===== config.mk =====
export PLATFORM = sky130hd
export DESIGN_NAME = banked_breakpoint_matcher_unit_flat
export DESIGN_NICKNAME = d
export VERILOG_FILES = /design/src/bbm_pkg.sv /design/src/bbm_in_if.sv /design/src/bbm_out_if.sv /design/src/banked_breakpoint_matcher_unit.sv /design/src/bbm_ram.sv /design/src/flat_wrapper.sv
export SDC_FILE = /design/constraint.sdc
export NUM_CORES = 2
export LEC_CHECK = 0
export BUFFER_PORTS_ARGS = -buffer_cell sky130_fd_sc_hd__buf_4
export CORE_ASPECT_RATIO = 1.75
export CORE_MARGIN = 2
export CORE_UTILIZATION = 49
export DETAILED_ROUTE_END_ITERATION = 10
export PLACE_DENSITY = 0.68
export SYNTH_ARGS = -nofsm -noshare
export SYNTH_HDL_FRONTEND = slang
export SYNTH_SLANG_ARGS = --single-unit

===== constraint.sdc =====
create_clock -name clk_i -period 13.4 [get_ports clk_i]
set_input_delay 2.01 -clock clk_i [delete_from_list [all_inputs] [get_ports clk_i]]
set_output_delay 2.01 -clock clk_i [all_outputs]
set_load 0.02 [all_outputs]

===== src/bbm_pkg.sv =====
// shared types, constants and view-check function for the breakpoint matcher
`timescale 1ns / 1ps
package bbm_pkg;

  localparam int unsigned ENTRIES    = 16;
  localparam int unsigned COUNT_BITS = 16;
  localparam int unsigned IDX_W      = (ENTRIES > 1) ? $clog2(ENTRIES) : 1;

  // function codes
  localparam logic [1:0] FUNC_LOAD   = 2'd0;
  localparam logic [1:0] FUNC_EXEC   = 2'd1;
  localparam logic [1:0] FUNC_ACCESS = 2'd2;

  // entry flag bits
  localparam int unsigned FLG_EN    = 0;
  localparam int unsigned FLG_EXEC  = 1;
  localparam int unsigned FLG_RANGE = 2;
  localparam int unsigned FLG_COUNT = 3;

  // access kind bits
  localparam int unsigned KIND_WRITE = 2;

  // ram view codes
  localparam logic [1:0] RAM_ANY = 2'd0;
  localparam logic [1:0] RAM_AUX = 2'd2;

  // d000 view codes
  localparam logic [1:0] D_ANY = 2'd0;
  localparam logic [1:0] D_ROM = 2'd1;
  localparam logic [1:0] D_LC2 = 2'd3;

  // soft switch bits
  localparam int unsigned MF_ALTZP   = 0;
  localparam int unsigned MF_RAMRD   = 1;
  localparam int unsigned MF_RAMWRT  = 2;
  localparam int unsigned MF_80STORE = 3;
  localparam int unsigned MF_PAGE2   = 4;
  localparam int unsigned MF_HIRES   = 5;
  localparam int unsigned MF_SLOTROM = 6;
  localparam int unsigned MF_LCREAD  = 7;
  localparam int unsigned MF_LCWRITE = 8;
  localparam int unsigned MF_LCBANK2 = 9;

  // memory map
  localparam logic [15:0] ADDR_STACK_END = 16'h0200;
  localparam logic [15:0] ADDR_TEXT_LO   = 16'h0400;
  localparam logic [15:0] ADDR_TEXT_HI   = 16'h0800;
  localparam logic [15:0] ADDR_HGR_LO    = 16'h2000;
  localparam logic [15:0] ADDR_HGR_HI    = 16'h4000;
  localparam logic [15:0] ADDR_IO_LO     = 16'hC000;
  localparam logic [15:0] ADDR_IO_HI     = 16'hC0FF;
  localparam logic [15:0] ADDR_LC_LO     = 16'hD000;
  localparam logic [15:0] ADDR_LC_BANKED = 16'hE000;

  typedef enum logic [1:0] {
    ST_IDLE,
    ST_SCAN,
    ST_HIT,
    ST_DONE
  } state_e;

  typedef logic [COUNT_BITS-1:0] cnt_t;

  typedef struct packed {
    logic [3:0]  action;
    logic [4:0]  view;
    logic [2:0]  mask;
    logic [3:0]  flags;
    logic [15:0] start_addr;
    logic [15:0] end_addr;
    cnt_t        limit;
    cnt_t        reload;
    cnt_t        count;
  } entry_t;

  localparam int unsigned ENTRY_W = $bits(entry_t);

  typedef struct packed {
    logic       matched;
    logic       fired;
    logic [3:0] hit_index;
    logic [3:0] hit_action;
  } result_t;

  function automatic cnt_t to_cnt(logic [15:0] v);
    logic [31:0] w;
    w = {16'b0, v};
    return w[COUNT_BITS-1:0];
  endfunction

  function automatic logic in_aux(logic [15:0] a, logic wr, logic [9:0] s);
    logic aux;
    aux = wr ? s[MF_RAMWRT] : s[MF_RAMRD];
    if (a < ADDR_STACK_END) begin
      aux = s[MF_ALTZP];
    end else if (s[MF_80STORE]) begin
      if (a >= ADDR_TEXT_LO && a < ADDR_TEXT_HI) begin
        aux = s[MF_PAGE2];
      end else if (s[MF_HIRES] && a >= ADDR_HGR_LO && a < ADDR_HGR_HI) begin
        aux = s[MF_PAGE2];
      end
    end
    return aux;
  endfunction

  function automatic logic view_ok(logic [4:0] view, logic [15:0] a, logic wr,
                                   logic [9:0] s);
    logic [1:0] ram;
    logic       slot;
    logic [1:0] d;
    logic       lc_on;
    logic       ok;
    ram   = view[1:0];
    slot  = view[2];
    d     = view[4:3];
    lc_on = wr ? s[MF_LCWRITE] : s[MF_LCREAD];
    if (a >= ADDR_IO_LO && a <= ADDR_IO_HI) begin
      ok = 1'b1;
    end else if (a < ADDR_IO_LO) begin
      ok = (ram == RAM_ANY) || ((ram == RAM_AUX) == in_aux(a, wr, s));
    end else if (a < ADDR_LC_LO) begin
      ok = !slot || s[MF_SLOTROM];
    end else if (d == D_ANY) begin
      ok = 1'b1;
    end else if (!lc_on) begin
      ok = (d == D_ROM);
    end else if (d == D_ROM) begin
      ok = 1'b0;
    end else if (ram != RAM_ANY && ((ram == RAM_AUX) != s[MF_ALTZP])) begin
      ok = 1'b0;
    end else if (a < ADDR_LC_BANKED) begin
      ok = (d == D_LC2) ? s[MF_LCBANK2] : !s[MF_LCBANK2];
    end else begin
      ok = 1'b1;
    end
    return ok;
  endfunction

endpackage


===== src/bbm_in_if.sv =====
// input channel: load and check beats
`timescale 1ns / 1ps
interface bbm_in_if;
  logic        valid;
  logic        ready;
  logic [1:0]  func;
  logic [3:0]  entry_index;
  logic [15:0] address;
  logic [15:0] end_address;
  logic [2:0]  access_kind;
  logic [3:0]  entry_flags;
  logic [4:0]  view_select;
  logic [15:0] counter_first;
  logic [15:0] counter_reload;
  logic [3:0]  action;
  logic [9:0]  machine_flags;

  modport source (
    output valid, func, entry_index, address, end_address, access_kind,
           entry_flags, view_select, counter_first, counter_reload, action,
           machine_flags,
    input  ready
  );
  modport sink (
    input  valid, func, entry_index, address, end_address, access_kind,
           entry_flags, view_select, counter_first, counter_reload, action,
           machine_flags,
    output ready
  );
endinterface


===== src/bbm_out_if.sv =====
// output channel: match result beats
`timescale 1ns / 1ps
interface bbm_out_if;
  logic       valid;
  logic       ready;
  logic       matched;
  logic       fired;
  logic [3:0] hit_index;
  logic [3:0] hit_action;

  modport source (
    output valid, matched, fired, hit_index, hit_action,
    input  ready
  );
  modport sink (
    input  valid, matched, fired, hit_index, hit_action,
    output ready
  );
endinterface


===== src/banked_breakpoint_matcher_unit.sv =====
// breakpoint table with sequential entry scan and hit counters
//
// Usage:
//   in_i carries load beats (func 0) that write one table entry and check
//   beats (func 1 exec fetch, func 2 read/write access) that look for the
//   first enabled entry matching access kind, address and bank view.
//   out_o returns exactly one result beat per input beat.
// Sequencing:
//   a load or unused func code goes straight from idle to the done state.
//   A check walks the entry ram one entry per cycle from index 0 and
//   stops at the first match, or after the last entry when nothing
//   matches; a match then passes through a counter write-back state, and
//   every beat ends by loading its result into the output register. No
//   new beat is taken before that, as in_i.ready is high only
//   while the sequencer is idle.
// Reset:
//   all entries read as disabled; no clearing pass is needed.
// Stalls:
//   a result waits in the output register; the next beat is taken while it
//   waits, and a later result holds the sequencer until the register frees.
`timescale 1ns / 1ps
module banked_breakpoint_matcher_unit (
  input  logic clk_i,
  input  logic rst_ni,
  bbm_in_if.sink    in_i,
  bbm_out_if.source out_o
);
  import bbm_pkg::*;

  state_e             state_q, state_d;
  logic [IDX_W-1:0]   scan_idx_q, scan_idx_d;
  logic [ENTRIES-1:0] vld_q;
  logic [1:0]         chk_func_q;
  logic [15:0]        chk_addr_q;
  logic [2:0]         chk_kind_q;
  logic [9:0]         chk_mf_q;
  result_t            res_q, res_d;
  result_t            out_q;
  logic               out_valid_q;

  logic               ram_we, ram_re;
  logic [IDX_W-1:0]   ram_waddr, ram_raddr;
  entry_t             ram_wdata, ram_rdata;

  logic               in_acc;
  logic               load_ok;
  logic [8:0]         load_idx9;
  logic [8:0]         scan_idx9;
  logic               cur_en, acc_ok, addr_ok, cur_wr, cur_match, last;
  cnt_t               cnt_inc;
  logic               out_load;

  bbm_ram #(
    .WIDTH(ENTRY_W),
    .DEPTH(ENTRIES)
  ) u_entry_ram (
    .clk_i  (clk_i),
    .we_i   (ram_we),
    .waddr_i(ram_waddr),
    .wdata_i(ram_wdata),
    .re_i   (ram_re),
    .raddr_i(ram_raddr),
    .rdata_o(ram_rdata)
  );

  assign in_i.ready = (state_q == ST_IDLE);
  assign in_acc     = in_i.valid && in_i.ready;
  assign load_idx9  = {5'b0, in_i.entry_index};
  assign load_ok    = load_idx9 < 9'(ENTRIES);
  assign scan_idx9  = 9'(scan_idx_q);
  assign last       = (scan_idx_q == IDX_W'(ENTRIES - 1));

  // entry test on the word read for scan_idx_q
  assign cur_en  = vld_q[scan_idx_q] && ram_rdata.flags[FLG_EN];
  assign acc_ok  = (chk_func_q == FUNC_EXEC) ? ram_rdata.flags[FLG_EXEC]
                                             : |(ram_rdata.mask & chk_kind_q);
  assign cur_wr  = (chk_func_q == FUNC_ACCESS) && chk_kind_q[KIND_WRITE];
  assign addr_ok = ram_rdata.flags[FLG_RANGE]
                 ? (chk_addr_q >= ram_rdata.start_addr &&
                    chk_addr_q <= ram_rdata.end_addr)
                 : (chk_addr_q == ram_rdata.start_addr);
  assign cur_match = cur_en && acc_ok && addr_ok &&
                     view_ok(ram_rdata.view, chk_addr_q, cur_wr, chk_mf_q);
  assign cnt_inc   = ram_rdata.count + cnt_t'(1);

  assign out_load = (state_q == ST_DONE) && (!out_valid_q || out_o.ready);

  always_comb begin
    state_d    = state_q;
    scan_idx_d = scan_idx_q;
    res_d      = res_q;
    ram_we     = 1'b0;
    ram_waddr  = scan_idx_q;
    ram_wdata  = ram_rdata;
    ram_re     = 1'b0;
    ram_raddr  = scan_idx_q + IDX_W'(1);
    case (state_q)
      ST_IDLE: begin
        if (in_acc) begin
          res_d = '0;
          case (in_i.func)
            FUNC_LOAD: begin
              ram_we               = load_ok;
              ram_waddr            = load_idx9[IDX_W-1:0];
              ram_wdata.action     = in_i.action;
              ram_wdata.view       = in_i.view_select;
              ram_wdata.mask       = in_i.access_kind;
              ram_wdata.flags      = in_i.entry_flags;
              ram_wdata.start_addr = in_i.address;
              ram_wdata.end_addr   = in_i.end_address;
              ram_wdata.limit      = to_cnt(in_i.counter_first);
              ram_wdata.reload     = to_cnt(in_i.counter_reload);
              ram_wdata.count      = '0;
              state_d              = ST_DONE;
            end
            FUNC_EXEC, FUNC_ACCESS: begin
              ram_re     = 1'b1;
              ram_raddr  = '0;
              scan_idx_d = '0;
              state_d    = ST_SCAN;
            end
            default: begin
              state_d = ST_DONE;
            end
          endcase
        end
      end
      ST_SCAN: begin
        if (cur_match) begin
          res_d.matched   = 1'b1;
          res_d.hit_index = scan_idx9[3:0];
          state_d         = ST_HIT;
        end else if (last) begin
          state_d = ST_DONE;
        end else begin
          ram_re     = 1'b1;
          scan_idx_d = scan_idx_q + IDX_W'(1);
        end
      end
      ST_HIT: begin
        // counter update and write-back of the matched entry
        ram_we  = 1'b1;
        state_d = ST_DONE;
        if (ram_rdata.flags[FLG_COUNT] && (cnt_inc < ram_rdata.limit)) begin
          ram_wdata.count = cnt_inc;
        end else begin
          if (ram_rdata.flags[FLG_COUNT]) begin
            ram_wdata.count = '0;
            ram_wdata.limit = ram_rdata.reload;
          end
          res_d.fired      = 1'b1;
          res_d.hit_action = ram_rdata.action;
        end
      end
      ST_DONE: begin
        if (out_load) begin
          state_d = ST_IDLE;
        end
      end
      default: begin
        state_d = ST_IDLE;
      end
    endcase
  end

  always_ff @(posedge clk_i or negedge rst_ni) begin
    if (!rst_ni) begin
      state_q     <= ST_IDLE;
      vld_q       <= '0;
      out_valid_q <= 1'b0;
    end else begin
      state_q <= state_d;
      if (in_acc && in_i.func == FUNC_LOAD && load_ok) begin
        vld_q[load_idx9[IDX_W-1:0]] <= 1'b1;
      end
      if (out_load) begin
        out_valid_q <= 1'b1;
      end else if (out_o.ready) begin
        out_valid_q <= 1'b0;
      end
    end
  end

  always_ff @(posedge clk_i) begin
    scan_idx_q <= scan_idx_d;
    res_q      <= res_d;
    if (in_acc) begin
      chk_func_q <= in_i.func;
      chk_addr_q <= in_i.address;
      chk_kind_q <= in_i.access_kind;
      chk_mf_q   <= in_i.machine_flags;
    end
    if (out_load) begin
      out_q <= res_q;
    end
  end

  assign out_o.valid      = out_valid_q;
  assign out_o.matched    = out_q.matched;
  assign out_o.fired      = out_q.fired;
  assign out_o.hit_index  = out_q.hit_index;
  assign out_o.hit_action = out_q.hit_action;

  a_fired_needs_match: assert property (@(posedge clk_i) disable iff (!rst_ni)
    out_o.valid |-> (out_o.matched || !out_o.fired))
    else $error("fired without a match");

  a_action_needs_fire: assert property (@(posedge clk_i) disable iff (!rst_ni)
    (out_o.valid && out_o.hit_action != 4'd0) |-> out_o.fired)
    else $error("action code on a result that did not fire");

  a_no_write_in_scan: assert property (@(posedge clk_i) disable iff (!rst_ni)
    (state_q == ST_SCAN) |-> !ram_we)
    else $error("entry ram written during scan");

  a_check_starts_scan: assert property (@(posedge clk_i) disable iff (!rst_ni)
    (in_acc && (in_i.func == FUNC_EXEC || in_i.func == FUNC_ACCESS))
      |=> (state_q == ST_SCAN && scan_idx_q == '0))
    else $error("check beat did not start a scan at entry zero");

  a_hit_is_matched: assert property (@(posedge clk_i) disable iff (!rst_ni)
    (state_q == ST_HIT) |-> res_q.matched)
    else $error("counter update without a recorded match");

endmodule


===== src/bbm_ram.sv =====
// generic single-write, single-read ram with registered read data
`timescale 1ns / 1ps
module bbm_ram #(
  parameter int unsigned WIDTH = 8,
  parameter int unsigned DEPTH = 16
) (
  input  logic                                       clk_i,
  input  logic                                       we_i,
  input  logic [((DEPTH > 1) ? $clog2(DEPTH) : 1)-1:0] waddr_i,
  input  logic [WIDTH-1:0]                           wdata_i,
  input  logic                                       re_i,
  input  logic [((DEPTH > 1) ? $clog2(DEPTH) : 1)-1:0] raddr_i,
  output logic [WIDTH-1:0]                           rdata_o
);
  logic [WIDTH-1:0] mem_q [DEPTH];
  logic [WIDTH-1:0] rdata_q;

  always_ff @(posedge clk_i) begin
    if (we_i) begin
      mem_q[waddr_i] <= wdata_i;
    end
    if (re_i) begin
      rdata_q <= mem_q[raddr_i];
    end
  end

  assign rdata_o = rdata_q;
endmodule


===== src/flat_wrapper.sv =====
// flat-port wrapper written by rule: the top's interface ports become plain ports
module banked_breakpoint_matcher_unit_flat import bbm_pkg::*;
  (clk_i, rst_ni, in_i_valid, in_i_func, in_i_entry_index, in_i_address, in_i_end_address, in_i_access_kind, in_i_entry_flags, in_i_view_select, in_i_counter_first, in_i_counter_reload, in_i_action, in_i_machine_flags, in_i_ready, out_o_valid, out_o_matched, out_o_fired, out_o_hit_index, out_o_hit_action, out_o_ready);
  bbm_in_if in_i_i ();
  bbm_out_if out_o_i ();
  input  logic clk_i;
  input  logic rst_ni;
  input wire logic [$bits(in_i_i.valid)-1:0] in_i_valid;
  input wire logic [$bits(in_i_i.func)-1:0] in_i_func;
  input wire logic [$bits(in_i_i.entry_index)-1:0] in_i_entry_index;
  input wire logic [$bits(in_i_i.address)-1:0] in_i_address;
  input wire logic [$bits(in_i_i.end_address)-1:0] in_i_end_address;
  input wire logic [$bits(in_i_i.access_kind)-1:0] in_i_access_kind;
  input wire logic [$bits(in_i_i.entry_flags)-1:0] in_i_entry_flags;
  input wire logic [$bits(in_i_i.view_select)-1:0] in_i_view_select;
  input wire logic [$bits(in_i_i.counter_first)-1:0] in_i_counter_first;
  input wire logic [$bits(in_i_i.counter_reload)-1:0] in_i_counter_reload;
  input wire logic [$bits(in_i_i.action)-1:0] in_i_action;
  input wire logic [$bits(in_i_i.machine_flags)-1:0] in_i_machine_flags;
  output wire logic [$bits(in_i_i.ready)-1:0] in_i_ready;
  output wire logic [$bits(out_o_i.valid)-1:0] out_o_valid;
  output wire logic [$bits(out_o_i.matched)-1:0] out_o_matched;
  output wire logic [$bits(out_o_i.fired)-1:0] out_o_fired;
  output wire logic [$bits(out_o_i.hit_index)-1:0] out_o_hit_index;
  output wire logic [$bits(out_o_i.hit_action)-1:0] out_o_hit_action;
  input wire logic [$bits(out_o_i.ready)-1:0] out_o_ready;
  assign in_i_i.valid = in_i_valid;
  assign in_i_i.func = in_i_func;
  assign in_i_i.entry_index = in_i_entry_index;
  assign in_i_i.address = in_i_address;
  assign in_i_i.end_address = in_i_end_address;
  assign in_i_i.access_kind = in_i_access_kind;
  assign in_i_i.entry_flags = in_i_entry_flags;
  assign in_i_i.view_select = in_i_view_select;
  assign in_i_i.counter_first = in_i_counter_first;
  assign in_i_i.counter_reload = in_i_counter_reload;
  assign in_i_i.action = in_i_action;
  assign in_i_i.machine_flags = in_i_machine_flags;
  assign in_i_ready = in_i_i.ready;
  assign out_o_valid = out_o_i.valid;
  assign out_o_matched = out_o_i.matched;
  assign out_o_fired = out_o_i.fired;
  assign out_o_hit_index = out_o_i.hit_index;
  assign out_o_hit_action = out_o_i.hit_action;
  assign out_o_i.ready = out_o_ready;
  banked_breakpoint_matcher_unit u_core (.clk_i(clk_i), .rst_ni(rst_ni), .in_i(in_i_i), .out_o(out_o_i));
endmodule

==> metrics.cfg <==
[yosys]
yosys_warnings=0
synth_edf_count=1687
ys_ff_latch=1706
synthArstFlopShare_pct=1.114
synth_area_um2=69240
syn_nets=5084
syn_inst=4930
synth.yosys.seq_area_share_pct=73.85
synth_ff_type=edfxtp_1
syn_avg_cell_area_um2=14.05
synth.distinct_cells=64

[timing]
rsz0062_at_grt=no
hold_violations=0
fin_crit_sh_pct=47.83
relSlewSlack_pct=4.577
worst_slew_pin_slew_ns=1.431
finClkSkew_ns=0.03020
finalMaxSlewViolations=0
finalSetupViolations=0
fmax_mhz=156.0
finalCriticalPeriod_ns=6.410
fin_tns_setup_ns=0

[finish]
drive_gt1_share_pct=9.439
area_growth_pct=11.39
fin_cells=6908
stdcell_area_um2=77130
nets=5095
fin_util_pct=54.89

[critical_path]
critical_path_required_ns=13.79
crit_type=input port to register
cp_max_fo=46
crit_arrival_ns=6.80
endpoint_kind=register
critPathLaunchType=input port

[clocking]
cts_resized=0
ctsHoldBuffers=0
worstSkewPairLatency_ns=0.79
cts-root-buf=clkbuf_16
postCtsSetupRepairBufs=0
cts_tree=built
path_clk_slew_ns=0.07
clk_path_buf_depth=3
cts_htree_levels=4
numCtsBuffers=151
cts.sinks=1706

[global_route]
grt_pass1_vias=41680
gr-total-overflow=0
grt_max_degree=208
grt_first_pass_wirelength_um=259000
antenna_found_initial=5
grt_usage_pct=24.15

[power_and_ir_drop]
total_power_mw=18.71
p_per_area_nw_per_um2=242.6
total_leakage_power_nw=24.88
ir_drop_mv=0.2850

[placement]
dpl_cell_area_um2=72130
place.gp.congestion=0.8225
dp.cells=6628
io_buffers=111
dpl.hpwl_um=84910

[routing]
first_pass_iters=6
wl_um=175300
viasPerCell=6.128
via_count=42330
ant_nets=0
drt-initial-drc-count=4112
post_drt_wl_per_cell_um=25.38
drc_errors=0

[die]
rows=182
core_um2=140500
start_util_pct=49.28
die_area_um2=144500
dieWidth_um=288.2
ios=112
die_h_um=501.3

[run_status]
status=finished clean

[min_path]
hold_path.class=register to register

[job]
drv_cap=0

==> critical path: stages <==
cell     delay, ns
buf_4         0.15
and2_2        0.16
buf_4         0.46
nand2_2       0.42
buf_4         0.38
nor3_1        0.53
nor2_1        0.35
nor2_4        0.55
buf_4         0.86
buf_4         0.79
==> final cells by class <==
type | count | area [um^2]
diodes | 4 | 10.01
clock buffers | 183 | 4048
clock inverters | 93 | 935.9
fillers | 11040 | 63370
inverters | 63 | 236.5
multi-input cells | 2807 | 16670
flip-flops and latches | 1706 | 51130
well taps | 1840 | 2302
repair buffers | 212 | 1792
==> worst paths after layout <==
path / end / cells after the start / from / slack, ns
min reg2reg: u_core.out_o.fired$_DFFE_PP_ / 0 / u_core.res_q[8]$_DFFE_PP_ / 0.42
max in group asynchronous: u_core.vld_q[4]$_DFFE_PN0P_ / 1 / rst_ni / 12.07
min: u_core.out_o.fired$_DFFE_PP_ / 0 / u_core.res_q[8]$_DFFE_PP_ / 0.42
min in group asynchronous: u_core.state_q[1]$_DFFE_PN0P_ / 1 / rst_ni / 1.11
max: u_core.u_entry_ram.mem_q[12][69]$_DFFE_PP_ / 10 / in_i_valid / 6.99
max reg2reg: u_core.u_entry_ram.rdata_o[49]$_DFFE_PP_ / 10 / u_core.scan_idx_q[0]$_SDFFCE_PN0P_ / 7.16
==> layer usage <==
layer | up-vias | wire length [um] | track usage [%] | share of wire (%)
li1 | 18920 | - | - | -
met1 | 21320 | 67900 | 30.50 | 39
met2 | 1740 | 89740 | 42.17 | 51
met3 | 339 | 11940 | 3.409 | 6.8
met4 | 6 | 5686 | 8.976 | 3.2
met5 | - | 37 | 0 | 0.021
==> logic make-up (layout without fill, tap and decap cells) <==
family                     count (synthesis)  count (layout)  synth area share [%]
other                                      0               4                     0
adders and majority gates                 54              54                0.9758
DFF                                     1706            1706                 73.85
xor gates and xnor gates                  16              16                0.2024
and+or+nand+nor                         1477            1477                 9.736
AOI/OAI and AO/OA                       1238            1238                 12.50
buffers and inverters                    417             551                 2.340
muxes                                     22              22                0.4011
==> report_power, final <==
group | leakage [nW] | internal, mW | switching [mW]
Sequential | 15.5 | 7.65 | 0.303
Combinational | 6.93 | 1.76 | 4.61
Clock | 2.43 | 2.47 | 1.92
==> state kept, by name, indices dropped and copies added (netlist names) <==
name                        flops
u_core.u_entry_ram.mem_q     1536
u_core.chk_kind_q               3
u_core.out_o.hit_index          4
u_core.vld_q                   16
u_core.out_o.hit_action         4
u_core.res_q                   10
u_core.chk_mf_q                10
u_core.state_q                  2
u_core.u_entry_ram.rdata_o     96
u_core.chk_addr_q              16
u_core.out_o.valid              1
u_core.out_o.fired              1
u_core.chk_func_q               2
u_core.scan_idx_q               4
u_core.out_o.matched            1
==> metrics by stage <==
step,setup WS (ns),hold WS (ns)
final,6.990,0.4209
after CTS,7.093,0.4206
after detailed placement,6.256,0.4045
after global routing,6.720,0.4286
after floorplan,4.109,0.4003
after global placement,6.363,0.4044
==> cells in the mapped netlist, drive strengths merged (6+ instances only) <==
library cell | instances | area share (%)
dfrtp | 19 | 0.69
a211oi | 481 | 5.2
nor2 | 41 | 0.22
a21oi | 226 | 1.6
and2 | 17 | 0.15
a31oi | 198 | 1.8
nand4 | 12 | 0.11
nand2b | 10 | 0.090
a311oi | 193 | 2.4
xnor2 | 6 | 0.076
nand2 | 961 | 5.2
a22oi | 11 | 0.12
o21ai | 52 | 0.38
o21bai | 7 | 0.076
ha | 54 | 0.98
mux2i | 15 | 0.22
a21o | 12 | 0.13
o21a | 6 | 0.065
and3 | 8 | 0.072
nor2b | 390 | 3.5
o31ai | 7 | 0.076
edfxtp | 1687 | 73
buf | 73 | 0.48
o221ai | 9 | 0.11
nand3 | 18 | 0.13
clkbuf | 281 | 1.5
nor3 | 7 | 0.051
inv | 62 | 0.34
xor2 | 10 | 0.13
==> cells in the final DEF, fill, tap and decap left out, types with 12 or more instances in the layout <==
master     netlist  final
edfxtp_1      1687   1687
nand2_1        961    957
a211oi_1       481    481
nor2b_1        390    390
a21oi_1        226    225
a31oi_1        198    198
buf_4            0    196
a311oi_1       193    193
clkbuf_16        0    158
inv_1           62     62
ha_1            54     54
o21ai_0         51     49
clkinv_2         0     33
nor2_1          41     25
clkbuf_1       281     25
clkinv_1         1     24
dfrtp_1         19     19
nand3_1         18     18
and2_1          17     16
nor2_4           0     16
bufinv_16        0     16
buf_12           0     16
mux2i_1         15     15
nand4_1         12     12
a21o_1          12     12
(Power assumes the default switching activity.)
